[src/hw/rtl/fmam_pkg.sv]
package fmam_pkg;

  localparam int unsigned DecimationDefault = 6;
  localparam int unsigned RateFast = 200000;
  localparam int unsigned RateSlow = 48000;
  localparam int unsigned CordicSteps = 16;
  localparam logic signed [63:0] QuarterTurn = 64'sd2097154;

  typedef enum logic {
    MODE_FM = 1'b0,
    MODE_AM = 1'b1
  } mode_e;

  typedef enum logic [2:0] {
    BK_IDLE,
    BK_MUL,
    BK_PREP,
    BK_CORDIC,
    BK_SQRT,
    BK_OUT
  } bk_state_e;

  typedef struct packed {
    logic signed [14:0] si;
    logic signed [14:0] sq;
    mode_e              mode;
  } dsample_t;

  function automatic logic signed [63:0] step_angle(input logic [3:0] k);
    logic signed [63:0] r;
    begin
      unique case (k)
        4'd0:  r = 64'sd1048577;
        4'd1:  r = 64'sd619011;
        4'd2:  r = 64'sd327068;
        4'd3:  r = 64'sd166025;
        4'd4:  r = 64'sd83335;
        4'd5:  r = 64'sd41708;
        4'd6:  r = 64'sd20859;
        4'd7:  r = 64'sd10430;
        4'd8:  r = 64'sd5215;
        4'd9:  r = 64'sd2608;
        4'd10: r = 64'sd1304;
        4'd11: r = 64'sd652;
        4'd12: r = 64'sd326;
        4'd13: r = 64'sd163;
        4'd14: r = 64'sd81;
        default: r = 64'sd41;
      endcase
      return r;
    end
  endfunction

endpackage

[src/hw/rtl/fmam_queue.sv]
module fmam_queue
  import fmam_pkg::*;
(
  input  logic     clk_i,
  input  logic     rst_ni,
  input  logic     push_i,
  input  dsample_t data_i,
  output logic     full_o,
  input  logic     pop_i,
  output logic     avail_o,
  output dsample_t data_o
);

  dsample_t  mem_q [2];
  logic      wp_q, rp_q;
  logic [1:0] cnt_q;

  assign full_o  = cnt_q[1];
  assign avail_o = (cnt_q != 2'd0);
  assign data_o  = mem_q[rp_q];

  always_ff @(posedge clk_i) begin
    if (push_i) mem_q[wp_q] <= data_i;
  end

  always_ff @(posedge clk_i or negedge rst_ni) begin
    if (!rst_ni) begin
      wp_q  <= 1'b0;
      rp_q  <= 1'b0;
      cnt_q <= '0;
    end else begin
      if (push_i) wp_q <= !wp_q;
      if (pop_i) rp_q <= !rp_q;
      cnt_q <= cnt_q + 2'(push_i) - 2'(pop_i);
    end
  end

endmodule

[config.mk]
export PLATFORM = sky130hd
export DESIGN_NAME = fmam_queue
export DESIGN_NICKNAME = d
export VERILOG_FILES = /design/src/hw/rtl/fmam_pkg.sv /design/src/hw/rtl/fmam_queue.sv
export SDC_FILE = /design/constraint.sdc
export NUM_CORES = 1
export LEC_CHECK = 0
export ABC_AREA = 1
export CAP_MARGIN = 20
export CORE_MARGIN = 2
export CORE_UTILIZATION = 29
export CTS_CLUSTER_DIAMETER = 100
export DETAILED_ROUTE_END_ITERATION = 12
export DONT_BUFFER_PORTS = 1
export HOLD_SLACK_MARGIN = 0.1
export PLACE_DENSITY = 0.48
export RECOVER_POWER = 100
export SYNTH_ARGS = -nofsm -noshare
export SYNTH_HDL_FRONTEND = slang
export SYNTH_SLANG_ARGS = --single-unit
[constraint.sdc]
create_clock -name clk_i -period 2.02 [get_ports clk_i]
set_input_delay 0.101 -clock clk_i [delete_from_list [all_inputs] [get_ports clk_i]]
set_output_delay 0.101 -clock clk_i [all_outputs]
set_load 0.005 [all_outputs]
=== Word-level counts from Yosys, hierarchy flattened ===
Memories as Yosys holds them, arrays and structs flattened.
Index checks and enable logic that the tools add are counted.

* Register bits: 4
* RAM bits: 62
* Input bits: 35
* Word-level logic and storage cells: 11
* Memories kept: 1

{| class="wikitable"
|+ Memories
! memory !! words !! bits a word !! rd ports !! clocked after memory_dff !! write ports !! RTL line !! text
|-
| mem_q || 2 || 31 || 1 || 0 || 1 || fmam_queue.sv:14 || <nowiki>dsample_t mem_q [2];</nowiki>
|}

* Add/sub/neg operators: 2
* Multiplexer cells: 2
* Reductions and logical operators: 3

{| class="wikitable"
|+ Operators by type and width
! kind !! number
|-
| 2-bit by 1-bit adder with 2-bit output || 1
|-
| 1-bit logical NOT || 2
|-
| 1-bit 2-to-1 mux || 2
|-
| 2-bit nonzero test || 1
|-
| 2-bit by 1-bit subtractor with 2-bit output || 1
|}

=== Logic depth before layout (Yosys ltp) ===
* Word-level depth: 2
* Depth in mapped cells: 7
* Depth with buffers taken out: 7

=== Worst setup path after synthesis ===
Ideal clock, no wire load.

* Path type: reg2reg
* From: register wp_q
* To: memory mem_q[0][0] (netlist bit), enable pin
* Library setup time: 0.420 ns
* Arrival time: 1.724 ns
* Slack: -0.123 ns
* Cell stages (with the launch flop): 2
* Buffers on the path: 0
* Clock period less this slack: 2.143 ns
* Path through: dfrtp_1 -> nor2_1

{| class="wikitable"
|+ RTL lines
! item !! RTL line !! text
|-
| start, declared || fmam_queue.sv:15 || <nowiki>logic wp_q, rp_q;</nowiki>
|-
| start signal, assigned || fmam_queue.sv:32 || <nowiki>if (push_i) wp_q <= !wp_q;</nowiki>
|-
| end, declared || fmam_queue.sv:14 ||
|}

Straight into the memory's write port.

=== Final worst setup path ===
* From: register wp_q
* To: memory mem_q[0][5] (netlist bit), enable pin

Straight into the memory's write port.

==> impl_metrics.xml <==
<?xml version="1.0" encoding="UTF-8"?>
<metrics>
  <group name="status">
    <metric name="run_status" unit="">complete, no violations</metric>
  </group>
  <group name="placed_design">
    <metric name="port-buffer-count" unit="">0</metric>
    <metric name="finalWeightedCongestion" unit="">0.669</metric>
    <metric name="dpl_cell_area" unit="sq um">2760</metric>
    <metric name="hpwl_dp" unit="microns">2780</metric>
  </group>
  <group name="sta">
    <metric name="timing.final.hold_violations" unit="">0</metric>
    <metric name="maxSlewHeadroom" unit="%">38.7</metric>
    <metric name="timing.final.max_slew_violations" unit="">0</metric>
    <metric name="timing.final.crit_share" unit="%">80.2</metric>
    <metric name="slew_worst_pin" unit="ns">0.919</metric>
    <metric name="period_needed" unit="ns">1.62</metric>
    <metric name="final-setup-viol-count" unit="">0</metric>
    <metric name="hold_ws" unit="ns">0.154</metric>
    <metric name="timing.fmax" unit="MHz">617</metric>
    <metric name="unrepaired_setup_endpoints_after_global_routing" unit="">no</metric>
    <metric name="finalSetupTns" unit="ns">0</metric>
    <metric name="setup_skew_after_layout" unit="ns">0.00643</metric>
  </group>
  <group name="yosys">
    <metric name="compound_cell_area_share_of_the_yosys_netlist" unit="%">9.97</metric>
    <metric name="synthXorXnorAreaFrac" unit="%">0.662</metric>
    <metric name="synth_nets" unit="">223</metric>
    <metric name="synth.top_cell.area_share" unit="%">70.3</metric>
    <metric name="netlist_instances" unit="">186</metric>
    <metric name="synth_seq_area_share" unit="%">74.1</metric>
    <metric name="syn_avg_cell_area" unit="sq um">14.2</metric>
    <metric name="warnings_synthesis" unit="">0</metric>
    <metric name="synth-seq-cells" unit="">66</metric>
    <metric name="yosys-mux-area-fraction" unit="%">0</metric>
    <metric name="largest_area_contributor_in_the_netlist" unit="">edfxtp_1</metric>
    <metric name="largest_family_of_logic_cells_by_synthesized_area" unit="">compound AO/OA/AOI/OAI gates</metric>
    <metric name="syn_area" unit="sq um">2650</metric>
    <metric name="synth-simple-area-share" unit="%">5.81</metric>
    <metric name="netlist_top_cells_area" unit="">edfxtp_1 70%, o21ai_2 9.6%, inv_1 5.4%</metric>
    <metric name="adder_and_majority_cell_fraction_of_the_synthesized_area" unit="%">0.945</metric>
    <metric name="synth.lib_cells_used.distinct" unit="">13</metric>
  </group>
  <group name="route">
    <metric name="drt_pre_antenna_iters" unit="">4</metric>
    <metric name="drtAntennaViolNets" unit="">0</metric>
    <metric name="detail_route.iter0.violations" unit="">56</metric>
    <metric name="average_vias_per_placed_instance" unit="">4.08</metric>
    <metric name="postRouteWirelength" unit="microns">4420</metric>
    <metric name="wire_per_inst" unit="microns">12.9</metric>
    <metric name="drc_violation_count_after_routing" unit="">0</metric>
    <metric name="total_via_count_in_the_routed_design" unit="">1400</metric>
  </group>
  <group name="worst_setup_path">
    <metric name="crit-reg2reg-launch" unit="">wp_q</metric>
    <metric name="crit_path_start_kind" unit="">register</metric>
    <metric name="worst-r2r-setup-slack" unit="ns">0.40</metric>
    <metric name="maximum_fanout_encountered_on_the_critical_timing_path" unit="">14</metric>
    <metric name="critical_path_arrival" unit="ns">1.57</metric>
    <metric name="setup.worst_path.class" unit="">register to register</metric>
    <metric name="critical_path.reg2reg.endpoint" unit="">mem_q[0][5]</metric>
    <metric name="worstPathRequired" unit="ns">1.97</metric>
    <metric name="worstRegToRegCells" unit="">2</metric>
    <metric name="crit_path_end_kind" unit="">register</metric>
  </group>
  <group name="die">
    <metric name="total_i_o_pin_count" unit="">68</metric>
    <metric name="num_rows" unit="">34</metric>
    <metric name="die_area" unit="sq um">9910</metric>
    <metric name="floorplan.initialDensity" unit="%">30.1</metric>
    <metric name="die_x" unit="microns">99.6</metric>
    <metric name="die_h" unit="microns">99.6</metric>
    <metric name="coreArea" unit="sq um">8810</metric>
  </group>
  <group name="global_route">
    <metric name="grt_overflow" unit="">0</metric>
    <metric name="via_count_of_the_first_global_routing_pass" unit="">1469</metric>
    <metric name="grt_max_degree" unit="">64</metric>
    <metric name="grt_use_total" unit="%">9.51</metric>
    <metric name="antenna_found_initial" unit="">0</metric>
    <metric name="grt_first_pass_wirelength" unit="microns">6990</metric>
  </group>
  <group name="clock_network">
    <metric name="cts.repair_timing.setup_buffer_count" unit="">0</metric>
    <metric name="latest_clock_arrival_within_the_worst_skew_pair" unit="ns">0.33</metric>
    <metric name="h-tree-depth" unit="">3</metric>
    <metric name="clock_pin_transition_on_the_worst_setup_and_hold_timing_paths" unit="ns">0.07</metric>
    <metric name="ctsRootBufferMaster" unit="">clkbuf_8</metric>
    <metric name="tritoncts_num_sinks" unit="">66</metric>
    <metric name="numCtsBuffers" unit="">9</metric>
    <metric name="tritoncts" unit="">built</metric>
    <metric name="cts.path.max_buffers" unit="">2</metric>
  </group>
  <group name="hold_path">
    <metric name="hold-path-endpoint" unit="">cnt_q[1]</metric>
    <metric name="min_from" unit="">pop_i</metric>
    <metric name="min_path_type" unit="">primary input to register</metric>
    <metric name="hold_depth" unit="">4</metric>
  </group>
  <group name="layout">
    <metric name="final_area" unit="sq um">3220</metric>
    <metric name="final.fill_count" unit="">877</metric>
    <metric name="num-nets-final" unit="">267</metric>
    <metric name="count_of_inserted_antenna_diode_cells" unit="">0</metric>
    <metric name="layout-area-overhead-vs-synth" unit="%">21.7</metric>
    <metric name="final_layout_size_suffix_gt1_share" unit="%">8.51</metric>
  </group>
  <group name="run">
    <metric name="timing.max_cap.violations" unit="">0</metric>
  </group>
  <group name="power">
    <metric name="power_per_cell_area" unit="nW/um^2">1270</metric>
    <metric name="power.leakage" unit="uW">0.00127</metric>
    <metric name="ir_worst_vdd" unit="mV">0.570</metric>
    <metric name="power.total" unit="uW">4080</metric>
  </group>
</metrics>
## area by class of cell
cell class	instances	area, sq um	share of cell area [%]
inverters	38	143	4.43
well taps	108	135	4.19
repair buffers	40	390	12.1
flip-flops and latches	66	1960	60.9
clock inverters	7	108	3.34
clock buffers	9	124	3.84
multi-input cells	75	360	11.2
## metal layers
metal | part of all wire, % | up-vias | wire, microns | GRT usage (%)
met1 | 42 | 642 | 1870 | 9.86
met4 | 1.3 | 0 | 59 | 5.37
met3 | 8.0 | 7 | 352 | 4.22
met5 | 0 | - | 0 | 0
met2 | 48 | 47 | 2140 | 16.0
li1 | - | 704 | - | -
## power breakdown
group / total (uW) / internal [uW] / switching, uW
clock: 1280 / 807 / 474
sequential: 1910 / 1830 / 82.7
combinational: 888 / 267 / 621
## state kept, by name, indices dropped and copies added, names as in the netlist
| register | count |
|---|---|
| cnt_q | 2 |
| mem_q | 62 |
| rp_q | 1 |
| wp_q | 1 |
## cell families after synthesis
logic type               count (synthesis)
buffers and inverters                   45
adder cells (fa/ha/maj)                  2
flip-flops                              66
XOR/XNOR                                 2
AO/OA/AOI/OAI                           31
AND/OR/NAND/NOR                         40
## cell usage after synthesis
master,instances
inv_1,38
o21ai_0,2
buf_6,6
xor2_1,2
nand2_2,1
ha_1,2
dfrtp_1,4
buf_8,1
nand3_1,1
nand2_1,37
edfxtp_1,62
o21ai_2,29
nor2_1,1
## per-stage QoR
| step | setup WS, ns | utilization (%) | cells |
|---|---|---|---|
| floorplan | 0.382 | - | 186 |
| global placement | 0.887 | 31.3 | 292 |
| detailed placement | 0.873 | 31.3 | 292 |
| CTS | 0.619 | 37.9 | 343 |
| global route | 0.278 | 36.6 | 343 |
| finish | 0.400 | 36.6 | 343 |
## how the worst max path moves through the flow
stage,endpoint,from
after floorplan,mem_q[0][0],wp_q
after detailed placement,mem_q[0][19],wp_q
after global routing,mem_q[1][5],wp_q
final,mem_q[0][5],wp_q
after global placement,mem_q[0][29],wp_q
after CTS,data_o[30],rp_q
## critical path: stages, from the launching register on
cell and delay (ns):
dfrtp_1 0.43, nor2_4 0.12, clkbuf_1 0.69
## cells in the final DEF (no fill, tap or decap)
master          n
dfrtp_2         1
clkbuf_2        1
dfrtp_1         3
nand2_1        38
dlygate4sd3_1  35
ha_1            2
clkinv_1        2
clkbuf_1        2
nand3_1         1
o21ai_0        30
nor2_4          1
bufinv_16       3
xor2_1          2
o21ai_2         1
inv_1          38
clkinv_2        2
buf_12          1
edfxtp_1       62
clkbuf_8        9
buf_4           1
## what timing repair did
action | 4_1_cts | 5_1_grt
endpoints found under the hold margin | 70 | 0
gates resized for setup | 0 | 0
hold buffers | 35 | 0
endpoints found under the setup margin | 0 | 0
(Power assumes the default switching activity.)
