`config.mk`:
```
export PLATFORM = sky130hd
export DESIGN_NAME = fmam_front
export DESIGN_NICKNAME = d
export VERILOG_FILES = /design/src/hw/rtl/fmam_pkg.sv /design/src/hw/rtl/fmam_front.sv
export SDC_FILE = /design/constraint.sdc
export NUM_CORES = 1
export LEC_CHECK = 0
export BUFFER_PORTS_ARGS = -buffer_cell sky130_fd_sc_hd__buf_4
export CAP_MARGIN = 15
export CORE_MARGIN = 2
export CORE_UTILIZATION = 62
export DETAILED_ROUTE_END_ITERATION = 10
export GPL_TIMING_DRIVEN = 0
export PLACE_DENSITY_LB_ADDON = 0.12
export RECOVER_POWER = 25
export SKIP_LAST_GASP = 1
export SLEW_MARGIN = 10
export SYNTH_ARGS = -nofsm -noshare
export SYNTH_HDL_FRONTEND = slang
export SYNTH_SLANG_ARGS = --single-unit
```
`constraint.sdc`:
```
create_clock -name clk_i -period 9.3 [get_ports clk_i]
set_input_delay 0 -clock clk_i [delete_from_list [all_inputs] [get_ports clk_i]]
set_output_delay 0 -clock clk_i [all_outputs]
set_load 0.005 [all_outputs]
```
`src/hw/rtl/fmam_pkg.sv`:
```
package fmam_pkg;

  localparam int unsigned DecimationDefault = 6;
  localparam int unsigned RateFast = 200000;
  localparam int unsigned RateSlow = 48000;
  localparam int unsigned CordicSteps = 16;
  localparam logic signed [63:0] QuarterTurn = 64'sd2097154;

  typedef enum logic {
    MODE_FM = 1'b0,
    MODE_AM = 1'b1
  } mode_e;

  typedef enum logic [2:0] {
    BK_IDLE,
    BK_MUL,
    BK_PREP,
    BK_CORDIC,
    BK_SQRT,
    BK_OUT
  } bk_state_e;

  typedef struct packed {
    logic signed [14:0] si;
    logic signed [14:0] sq;
    mode_e              mode;
  } dsample_t;

  function automatic logic signed [63:0] step_angle(input logic [3:0] k);
    logic signed [63:0] r;
    begin
      unique case (k)
        4'd0:  r = 64'sd1048577;
        4'd1:  r = 64'sd619011;
        4'd2:  r = 64'sd327068;
        4'd3:  r = 64'sd166025;
        4'd4:  r = 64'sd83335;
        4'd5:  r = 64'sd41708;
        4'd6:  r = 64'sd20859;
        4'd7:  r = 64'sd10430;
        4'd8:  r = 64'sd5215;
        4'd9:  r = 64'sd2608;
        4'd10: r = 64'sd1304;
        4'd11: r = 64'sd652;
        4'd12: r = 64'sd326;
        4'd13: r = 64'sd163;
        4'd14: r = 64'sd81;
        default: r = 64'sd41;
      endcase
      return r;
    end
  endfunction

endpackage

```
`src/hw/rtl/fmam_front.sv`:
```
module fmam_front
  import fmam_pkg::*;
#(
  parameter int unsigned Decimation = DecimationDefault
) (
  input  logic       clk_i,
  input  logic       rst_ni,
  input  logic       valid_i,
  output logic       ready_o,
  input  logic [7:0] raw_i_i,
  input  logic [7:0] raw_q_i,
  input  mode_e      mode_i,
  output logic       push_o,
  input  logic       full_i,
  output dsample_t   smp_o
);

  localparam int unsigned CntW = $clog2(Decimation + 1);

  logic [1:0]        rot_q;
  logic [CntW-1:0]   cnt_q;
  logic signed [14:0] si_q, sq_q, ri, rq, ni, nq;
  logic              last;

  always_comb begin
    unique case (rot_q)
      2'd0: begin ri = {7'd0, raw_i_i}; rq = {7'd0, raw_q_i}; end
      2'd1: begin ri = 15'sd255 - {7'd0, raw_q_i}; rq = {7'd0, raw_i_i}; end
      2'd2: begin ri = 15'sd255 - {7'd0, raw_i_i}; rq = 15'sd255 - {7'd0, raw_q_i}; end
      default: begin ri = {7'd0, raw_q_i}; rq = 15'sd255 - {7'd0, raw_i_i}; end
    endcase
    ni = si_q + ri - 15'sd127;
    nq = sq_q + rq - 15'sd127;
  end

  assign last    = (cnt_q == CntW'(Decimation - 1));
  assign ready_o = !(last && full_i);
  assign push_o  = valid_i && ready_o && last;
  assign smp_o   = '{si: ni, sq: nq, mode: mode_i};

  always_ff @(posedge clk_i or negedge rst_ni) begin
    if (!rst_ni) begin
      rot_q <= '0;
      cnt_q <= '0;
      si_q  <= '0;
      sq_q  <= '0;
    end else if (valid_i && ready_o) begin
      rot_q <= rot_q + 2'd1;
      if (last) begin
        cnt_q <= '0;
        si_q  <= '0;
        sq_q  <= '0;
      end else begin
        cnt_q <= cnt_q + CntW'(1);
        si_q  <= ni;
        sq_q  <= nq;
      end
    end
  end

endmodule

```
; ---- Yosys cells after proc, flatten, opt, wreduce, memory -nomap -nowiden
; Index checks and enable logic that the tools add are counted.
[totals]
mem_bits_ro = 0
out_inout_bits = 33
regBits = 35
input_bits = 21
word_cells = 25
ram_bits = 0
latchBits = 0
n_memories = 0
[op_classes]
bitwise = 0
shifts = 0
n_mux = 5
n_reduce_logical = 5
n_lt_le_gt_ge = 0
multipliers = 0
div = 0
add_sub_neg = 8
n_eq_ne = 3
[ops]
columns = cell, n
row1 = case mux 15 bit (3 select lines), 2
row2 = adder 15 bit, 2
row3 = two-way mux 15 bit, 2
row4 = subtractor 15 x 8 -> 15 bit (second input constant), 2
row5 = subtractor 8 x 8 -> 9 bit (first input constant), 2
row6 = adder 3 x 1 -> 3 bit (second input constant), 1
row7 = equality test 3 bit (second input constant), 1
row8 = logical AND 1 bit, 3
row9 = two-way mux 3 bit, 1
row10 = adder 2 x 1 -> 2 bit (second input constant), 1
row11 = equality test 2 x 1 -> 1 bit (second input constant), 1
row12 = equality test 2 bit (second input constant), 1
row13 = logical NOT 2 bit, 1
row14 = logical NOT 1 bit, 1

; ---- Longest topological paths before layout
; Gate-level depths: netlist of run 1.
[depth]
ltp_word = 5
depth_mapped = 18
mapped_depth_nobuf = 16

; ---- Worst setup path before layout of run 1
; Ideal clock, no wire load.
[synth_path]
kind = register to register
start = register rot_q[0]
end = register sq_q[13]
setup_time_ns = 0.122
stages_incl_launch_ff = 15
path_slack_ns = 5.825
synth_period_minus_slack_ns = 3.475
path_buffers = 1
arrival_time_ns = 3.353
t_required_ns = 9.178
path_cell_list = dfrtp_1 ha_1 clkbuf_1 a22o_1 a211oi_1 a21oi_1 ha_1 ha_1 fa_1 a21o_1 a21oi_1 o21a_1 a211oi_1 or3_1 a32o_1
[synth_via]
elab_chain_len = 5
elab_cells_between_ends = 7
cone_classes = add/sub: 2 / eq/ne: 2 / mux: 2 / reduce/logical: 1
[synth_rtl]
columns = item, line_no
row1 = "start, declared", fmam_front.sv:20  ; logic [1:0] rot_q;
row2 = "start signal, assigned", fmam_front.sv:48  ; rot_q <= rot_q + 2'd1;
row3 = equality test 2 bit (tied with other cells), fmam_front.sv:26  ; unique case (rot_q)
row4 = case mux 15 bit (3 select lines) *, fmam_front.sv:26
row5 = adder 15 bit *, fmam_front.sv:33  ; nq = sq_q + rq - 15'sd127;
row6 = subtractor 15 x 8 -> 15 bit *, fmam_front.sv:33
row7 = two-way mux 15 bit *, fmam_front.sv:49  ; if (last) begin
row8 = "end signal, assigned", fmam_front.sv:56  ; sq_q <= nq;
row9 = "end, declared", fmam_front.sv:22  ; logic signed [14:0] si_q, sq_q, ri, rq, ni, nq;
; Every way passes the cells marked *; elsewhere a longest branch is shown, timed or not.
; A chain may end at the register's enable or synchronous reset.

==> flow_summary.json, run 1 <==
{
  "cts-resized-gates": 0,
  "postCtsSetupBuffers": 0,
  "critPathMaxFanout": 10,
  "worst_pin_slew_ns": 1.928,
  "stdcell_area_um2": 3931,
  "firstDrtPassIters": 4,
  "port_buffers": 52,
  "synth.distinct_cells": 47,
  "critPathCaptureType": "output port",
  "core_region_area_um2": 5140,
  "yosysTopAreaCellShare": 0.2631,
  "grt_util_met3": 0.04353,
  "synth_seq_cells": 35,
  "fmax_mhz": 231.8,
  "seq_area_frac_synth": 0.2631,
  "wire_per_inst_um": 15.24,
  "finalHoldViolations": 0,
  "regToRegEndpoint": "sq_q[13]$_DFFE_PN0P_",
  "synth.area.top_cells": "dfrtp_1, ha_1, a22o_1, xnor2_1, o21ai_0",
  "top_usage_layer": "met2",
  "regToRegSetupSlack_ns": 5.22,
  "setup_viol": 0,
  "place_area_um2": 3807,
  "syn_to_final_growth_pct": 18.08,
  "grt_max_degree": 36,
  "cts.sinks": 35,
  "rsz0062_at_grt": "false",
  "cts_root_buf": "clkbuf_8",
  "cts_made_buffers": 5,
  "r2r_cells": 14,
  "synth_warnings": 0,
  "cts_tree": "built",
  "drc_errors": 0,
  "mostFrequentLayoutCells": "buf_4, ha_1, inv_1, dfrtp_1, nand2_1",
  "synth_edf_count": 0,
  "min_from": "valid_i",
  "place_congestion": 0.9231,
  "post-route-period-util": 0.4640,
  "crit_required_ns": 9.30,
  "ys.flop_type": "dfrtp_1",
  "final.min_clock_period_ns": 4.315,
  "n_antenna_cell": 0,
  "grt_util_met2": 0.4574,
  "timing.slew.headroom": -0.2855,
  "min_path_cells": 3,
  "nFillCells": 417,
  "antenna_found_initial": 0,
  "r2r-start": "rot_q[0]$_DFFE_PN0P_",
  "syn_inst": 383,
  "violations": "capacitance limit, slew limit",
  "drt-total-wl_um": 7833,
  "synth_area_per_cell_um2": 8.693,
  "clkTransAtPathRegs_ns": 0.07,
  "place_hpwl_um": 5996,
  "grt_pass1_wl_um": 13330,
  "die_h_um": 77.28,
  "netlist_area_um2": 3329,
  "first_global_vias": 2974,
  "final_nets": 512,
  "final.setup_skew_ns": 0.01044,
  "grt_use_met1": 0.3607,
  "slew_violations": 36,
  "worstSkewPairLatency_ns": 0.30,
  "synthArstFlopShare": 1.000,
  "layout_commonest_cell": "buf_4",
  "vias_per_cell": 5.988,
  "gr-total-overflow": 0,
  "fp-row-count": 26,
  "hold_class": "input port to register",
  "cts_buffer_depth": 2,
  "ant_nets": 0,
  "critPathLaunchType": "register",
  "arrival_ns": 4.31,
  "cap_violations": 1,
  "timing_worst_setup_path_type": "register to output port",
  "layout-drive-gt1-share": 0.1599,
  "dieArea_um2": 5972,
  "grt_usage": 0.2737,
  "synth_area_leader_cell": "dfrtp_1",
  "outcome": "finished with violations",
  "htree_levels": 2,
  "syn_nets": 452,
  "initial_core_util": 0.6478,
  "dieWidth_um": 77.28,
  "hold_end": "cnt_q[2]$_DFFE_PN0P_",
  "io_pins": 54,
  "setup_tns_ns": 0,
  "dr.first_iter.drc_count": 162,
  "via_count": 3078
}
-- worst max-delay path by stage --
stage / startpoint / end / slack [ns] / cells after the start
finish: rot_q[0]$_DFFE_PN0P_ / smp_o[14] / 4.99 / 15
CTS: rot_q[0]$_DFFE_PN0P_ / smp_o[14] / 5.03 / 15
detailed placement: rot_q[0]$_DFFE_PN0P_ / sq_q[13]$_DFFE_PN0P_ / 5.35 / 14
global placement: rot_q[0]$_DFFE_PN0P_ / sq_q[13]$_DFFE_PN0P_ / 5.36 / 14
global route: rot_q[0]$_DFFE_PN0P_ / smp_o[14] / 4.78 / 15
floorplan: rot_q[0]$_DFFE_PN0P_ / sq_q[13]$_DFFE_PN0P_ / 5.83 / 14
-- area by class of cell --
type | instances | area (um2) | area share
multi-input combinational | 298 | 2261 | 0.5751
sequential | 35 | 875.8 | 0.2228
timing repair buffer | 53 | 396.6 | 0.1009
inverter | 35 | 131.4 | 0.03342
tap | 70 | 87.58 | 0.02228
clock buffer | 6 | 82.58 | 0.02101
buffer | 15 | 61.31 | 0.01560
clock inverter | 2 | 35.03 | 0.008912
-- kinds of logic after synthesis --
logic type / Yosys count / share of synthesized area
buffers and inverters: 50 / 0.05787
AOI/OAI and AO/OA: 134 / 0.2860
and+or+nand+nor: 83 / 0.1161
muxes: 8 / 0.02630
xor gates and xnor gates: 25 / 0.06576
adders and majority gates: 48 / 0.1849
DFF: 35 / 0.2631
-- layer usage --
metal	share of wire	wire, um	up-vias
met5	0	0	-
met4	0.014	110	0
met3	0.051	400	10
met2	0.47	3709	100
met1	0.46	3613	1444
li1	-	-	1524
-- critical path: stages (launching register included) --
cell and delay (ns):
dfrtp_1 0.43, ha_1 0.18, clkbuf_1 0.32, clkbuf_1 0.43
a211oi_1 0.09, a21oi_1 0.23, ha_1 0.28, ha_1 0.24
fa_1 0.43, a21o_1 0.22, a21oi_1 0.27, o21a_1 0.18
a211oi_1 0.08, or3_1 0.34, and2_1 0.17, buf_4 0.13
-- cells in the mapped netlist, drive strengths merged (4+ instances only) --
library cell	n
mux2	6
a21oi	22
inv	35
nor3	4
or3	5
o21ai	30
nand3	7
nor2	18
clkbuf	12
a22o	25
a211oi	13
xnor2	20
ha	46
nor2b	4
a21o	13
nand2	34
dfrtp	35
xor2	5
o221ai	7
-- sequential cells by signal, summed over array words and instances (netlist names) --
register  cells
rot_q         2
si_q         15
sq_q         15
cnt_q         3
-- stage by stage --
step                hold WS [ns]  cells  worst slack [ns]  utilization
global route             0.06487    514             4.781       0.7648
detailed placement      -0.01461    505             5.346       0.7408
finish                   0.02753    514             4.985       0.7648
floorplan                -0.2956    383             5.825            -
global placement        -0.01964    505             5.356       0.7408
CTS                      0.02977    514             5.033       0.7656
-- repair_timing --
action / CTS / global route
hold buffers: 1 / 0
setup endpoints to repair: 0 / 0
endpoints found under the hold margin: 35 / 0
Power of run 1 is left out: the tool's default activity adds up to more than one toggle a clock period on the data nets, which glitch-free logic cannot reach.
==> run 2, diff against run 1 <==
--- a/config.mk
+++ b/config.mk
@@ -5,10 +5,11 @@
 export SDC_FILE = /design/constraint.sdc
 export NUM_CORES = 1
 export LEC_CHECK = 0
+export ABC_AREA = 1
 export BUFFER_PORTS_ARGS = -buffer_cell sky130_fd_sc_hd__buf_4
 export CAP_MARGIN = 15
 export CORE_MARGIN = 2
-export CORE_UTILIZATION = 62
+export CORE_UTILIZATION = 53
 export DETAILED_ROUTE_END_ITERATION = 10
 export GPL_TIMING_DRIVEN = 0
 export PLACE_DENSITY_LB_ADDON = 0.12
==> constraint.sdc (replaced) <==
create_clock -name clk_i -period 3.68 [get_ports clk_i]
set_input_delay 0 -clock clk_i [delete_from_list [all_inputs] [get_ports clk_i]]
set_output_delay 0 -clock clk_i [all_outputs]
set_load 0.005 [all_outputs]
==> flow_summary.json, run 2 <==
{
  "stdcell_area_um2": 4392,
  "regToRegSetupSlack_ns": 0.46,
  "synth_xor_area_frac": 0.03540,
  "drc_errors": 0,
  "seqCellArea_um2": 875.8,
  "synth_seq_cells": 35,
  "nFillCells": 634,
  "violations": "capacitance limit, slew limit",
  "netlist_area_um2": 3711,
  "hold_end": "si_q[2]$_DFFE_PN0P_",
  "core_region_area_um2": 6794,
  "cap_violations": 1,
  "critPathMaxFanout": 10,
  "syn_to_final_growth_pct": 18.34,
  "r2r_cells": 15,
  "clkTransAtPathRegs_ns": 0.08,
  "dieWidth_um": 87.68,
  "setup_viol": 0,
  "critPathLaunchType": "register",
  "die_h_um": 87.68,
  "hold_class": "input port to register",
  "synth_edf_count": 0,
  "synthArstFlopShare": 1.000,
  "crit_required_ns": 3.68,
  "mostFrequentLayoutCells": "nand2_1, inv_1, buf_4, ha_1, dfrtp_1",
  "htree_levels": 2,
  "synth_top_family_by_area": "simple AND/OR/NAND/NOR gates",
  "yosysMostFrequentCell": "nand2_1",
  "synthMuxAreaShare": 0,
  "worst_pin_slew_ns": 1.964,
  "post-route-period-util": 0.9419,
  "final_cells": 715,
  "n_antenna_cell": 0,
  "synth_compound_area_frac": 0.1335,
  "slew_violations": 36,
  "place_area_um2": 4222,
  "firstDrtPassIters": 5,
  "cts_buffer_depth": 2,
  "fmax_mhz": 288.5,
  "crit_family": "adder cells",
  "layout_commonest_cell": "nand2_1",
  "cts_root_buf": "clkbuf_8",
  "synth.area.top_cells": "dfrtp_1, nand2_1, ha_1, inv_1, a21oi_1",
  "via_count": 3623,
  "syn_inst": 557,
  "port_buffers": 52,
  "rsz0062_at_grt": "true",
  "synthAdderAreaFrac": 0.1659,
  "timing.slew.headroom": -0.3096,
  "antenna_found_initial": 0,
  "ant_nets": 0,
  "place_hpwl_um": 7336,
  "cts_tree": "built",
  "finalHoldViolations": 0,
  "path_buf_inv": 4,
  "timing_worst_setup_path_type": "register to output port",
  "syn_nets": 626,
  "io_pins": 54,
  "yosys.area_share.simple": 0.2937,
  "worstSkewPairLatency_ns": 0.29,
  "seq_area_frac_synth": 0.2360,
  "final_nets": 687,
  "final.min_clock_period_ns": 3.466,
  "gr-total-overflow": 0,
  "multiInputGateArea_um2": 2336,
  "dieArea_um2": 7687,
  "cpMaxStageDelayCell": "fa_1",
  "synth.distinct_cells": 35,
  "dr.first_iter.drc_count": 190,
  "crit_path_cell_trace": "ha_1, buf_2, inv_1, buf_4, o21ai_0, a221oi_1, a21oi_1, ha_1, fa_1, nand3_1, nand3_2, a21oi_2, xor2_1, buf_4",
  "final.setup_skew_ns": 0.005154,
  "regToRegEndpoint": "sq_q[9]$_DFFE_PN0P_",
  "vias_per_cell": 5.067,
  "grt_pass1_wl_um": 15620,
  "r2r-start": "rot_q[0]$_DFFE_PN0P_",
  "synth_common_cells": "nand2_1, inv_1, ha_1",
  "synth_area_leader_cell": "dfrtp_1",
  "synth_warnings": 0,
  "grt_usage": 0.2570,
  "initial_core_util": 0.5462,
  "fp-row-count": 30,
  "ys.flop_type": "dfrtp_1",
  "layout-drive-gt1-share": 0.1373,
  "first_global_vias": 3532,
  "slowest_delay_ns": 0.51,
  "dp.cells": 705,
  "min_path_cells": 3,
  "cts.sinks": 35,
  "arrival_ns": 3.47,
  "drt-total-wl_um": 9272,
  "cts_made_buffers": 5,
  "critPathCaptureType": "output port",
  "yosysTopAreaCellShare": 0.2360,
  "synth_area_per_cell_um2": 6.663,
  "place_congestion": 0.9005,
  "min_from": "valid_i",
  "outcome": "finished with violations",
  "reg.largest.list": "si_q x15, sq_q x15, cnt_q x3",
  "grt_max_degree": 36,
  "wire_per_inst_um": 12.97
}
[run 2: cell types whose count changed after synthesis, sizes merged, moves of 10 or more]
cell	change
clkbuf	-11
a21o	-13
nand3	+26
nand2	+130
xnor2	-15
and2	+10
a211oi	-13
inv	+77
a22o	-20
a21oi	+10
o22ai	+13
nor2	+13
[run 2: what timing repair did]
action                                  in CTS  in global routing
endpoints found under the hold margin       35                  0
endpoints found under the setup margin       0                  6
buffers inserted                             0                  1
resized for setup                            0                  4
hold buffers                                 1                  0
[run 2: cell families (layout without fill, tap and decap cells)]
kind of cell,Yosys count,in the layout
flip-flops,35,35
AND/OR/NAND/NOR,251,251
adder cells (fa/ha/maj),48,48
AO/OA/AOI/OAI,84,84
buffers and inverters,124,186
XOR/XNOR,15,15
[run 2: routing by layer]
| layer | GRT usage | vias up | share of wire |
|---|---|---|---|
| li1 | - | 1896 | - |
| met1 | 0.3339 | 1655 | 0.47 |
| met2 | 0.4504 | 66 | 0.49 |
| met3 | 0.03205 | 6 | 0.036 |
| met4 | 0.06853 | 0 | 0.0071 |
| met5 | 0 | - | 0 |
[run 2: worst register-to-register path, cell delays in order, from the launching register on]
cell and delay, ns:
dfrtp_1 0.41, ha_1 0.20, buf_2 0.16, inv_1 0.15
buf_4 0.20, o21ai_0 0.09, a221oi_1 0.22, a21oi_1 0.08
ha_1 0.32, fa_1 0.51, nand3_1 0.13, nand3_2 0.13
a21oi_2 0.19, xor2_1 0.23, nand2_1 0.07, nand2_1 0.06
[run 2: cell type report]
class | instances | share of cell area
multi-input cells | 398 | 0.5319
flip-flops and latches | 35 | 0.1994
inverters | 113 | 0.09801
repair buffers | 54 | 0.09402
well taps | 96 | 0.02735
plain buffers | 11 | 0.01823
clock buffers | 5 | 0.01567
clock inverters | 3 | 0.01538
[run 2: how the worst max path moves through the flow]
stage | from | end | slack (ns) | depth (start not counted)
6_report | rot_q[0]$_DFFE_PN0P_ | smp_o[10] | 0.21 | 14
5_1_grt | rot_q[0]$_DFFE_PN0P_ | smp_o[30] | -0.01 | 14
4_1_cts | rot_q[0]$_DFFE_PN0P_ | smp_o[10] | 0.15 | 14
3_5_place_dp | rot_q[0]$_DFFE_PN0P_ | sq_q[9]$_DFFE_PN0P_ | 0.44 | 15
3_3_place_gp | rot_q[0]$_DFFE_PN0P_ | sq_q[9]$_DFFE_PN0P_ | 0.47 | 15
2_1_floorplan | rot_q[0]$_DFFE_PN0P_ | sq_q[9]$_DFFE_PN0P_ | 0.83 | 15
[run 2: metrics by stage]
step / utilization / hold slack [ns] / TNS (ns) / setup WS [ns]
floorplan: - / -0.2956 / 0 / 0.8267
global placement: 0.6214 / -0.002800 / 0 / 0.4735
CTS: 0.6429 / 0.08114 / 0 / 0.1521
finish: 0.6464 / 0.08378 / 0 / 0.2136
detailed placement: 0.6214 / -0.003824 / 0 / 0.4409
global route: 0.6464 / 0.08953 / -0.01187 / -0.01187
Power of run 2 is left out for the same reason.
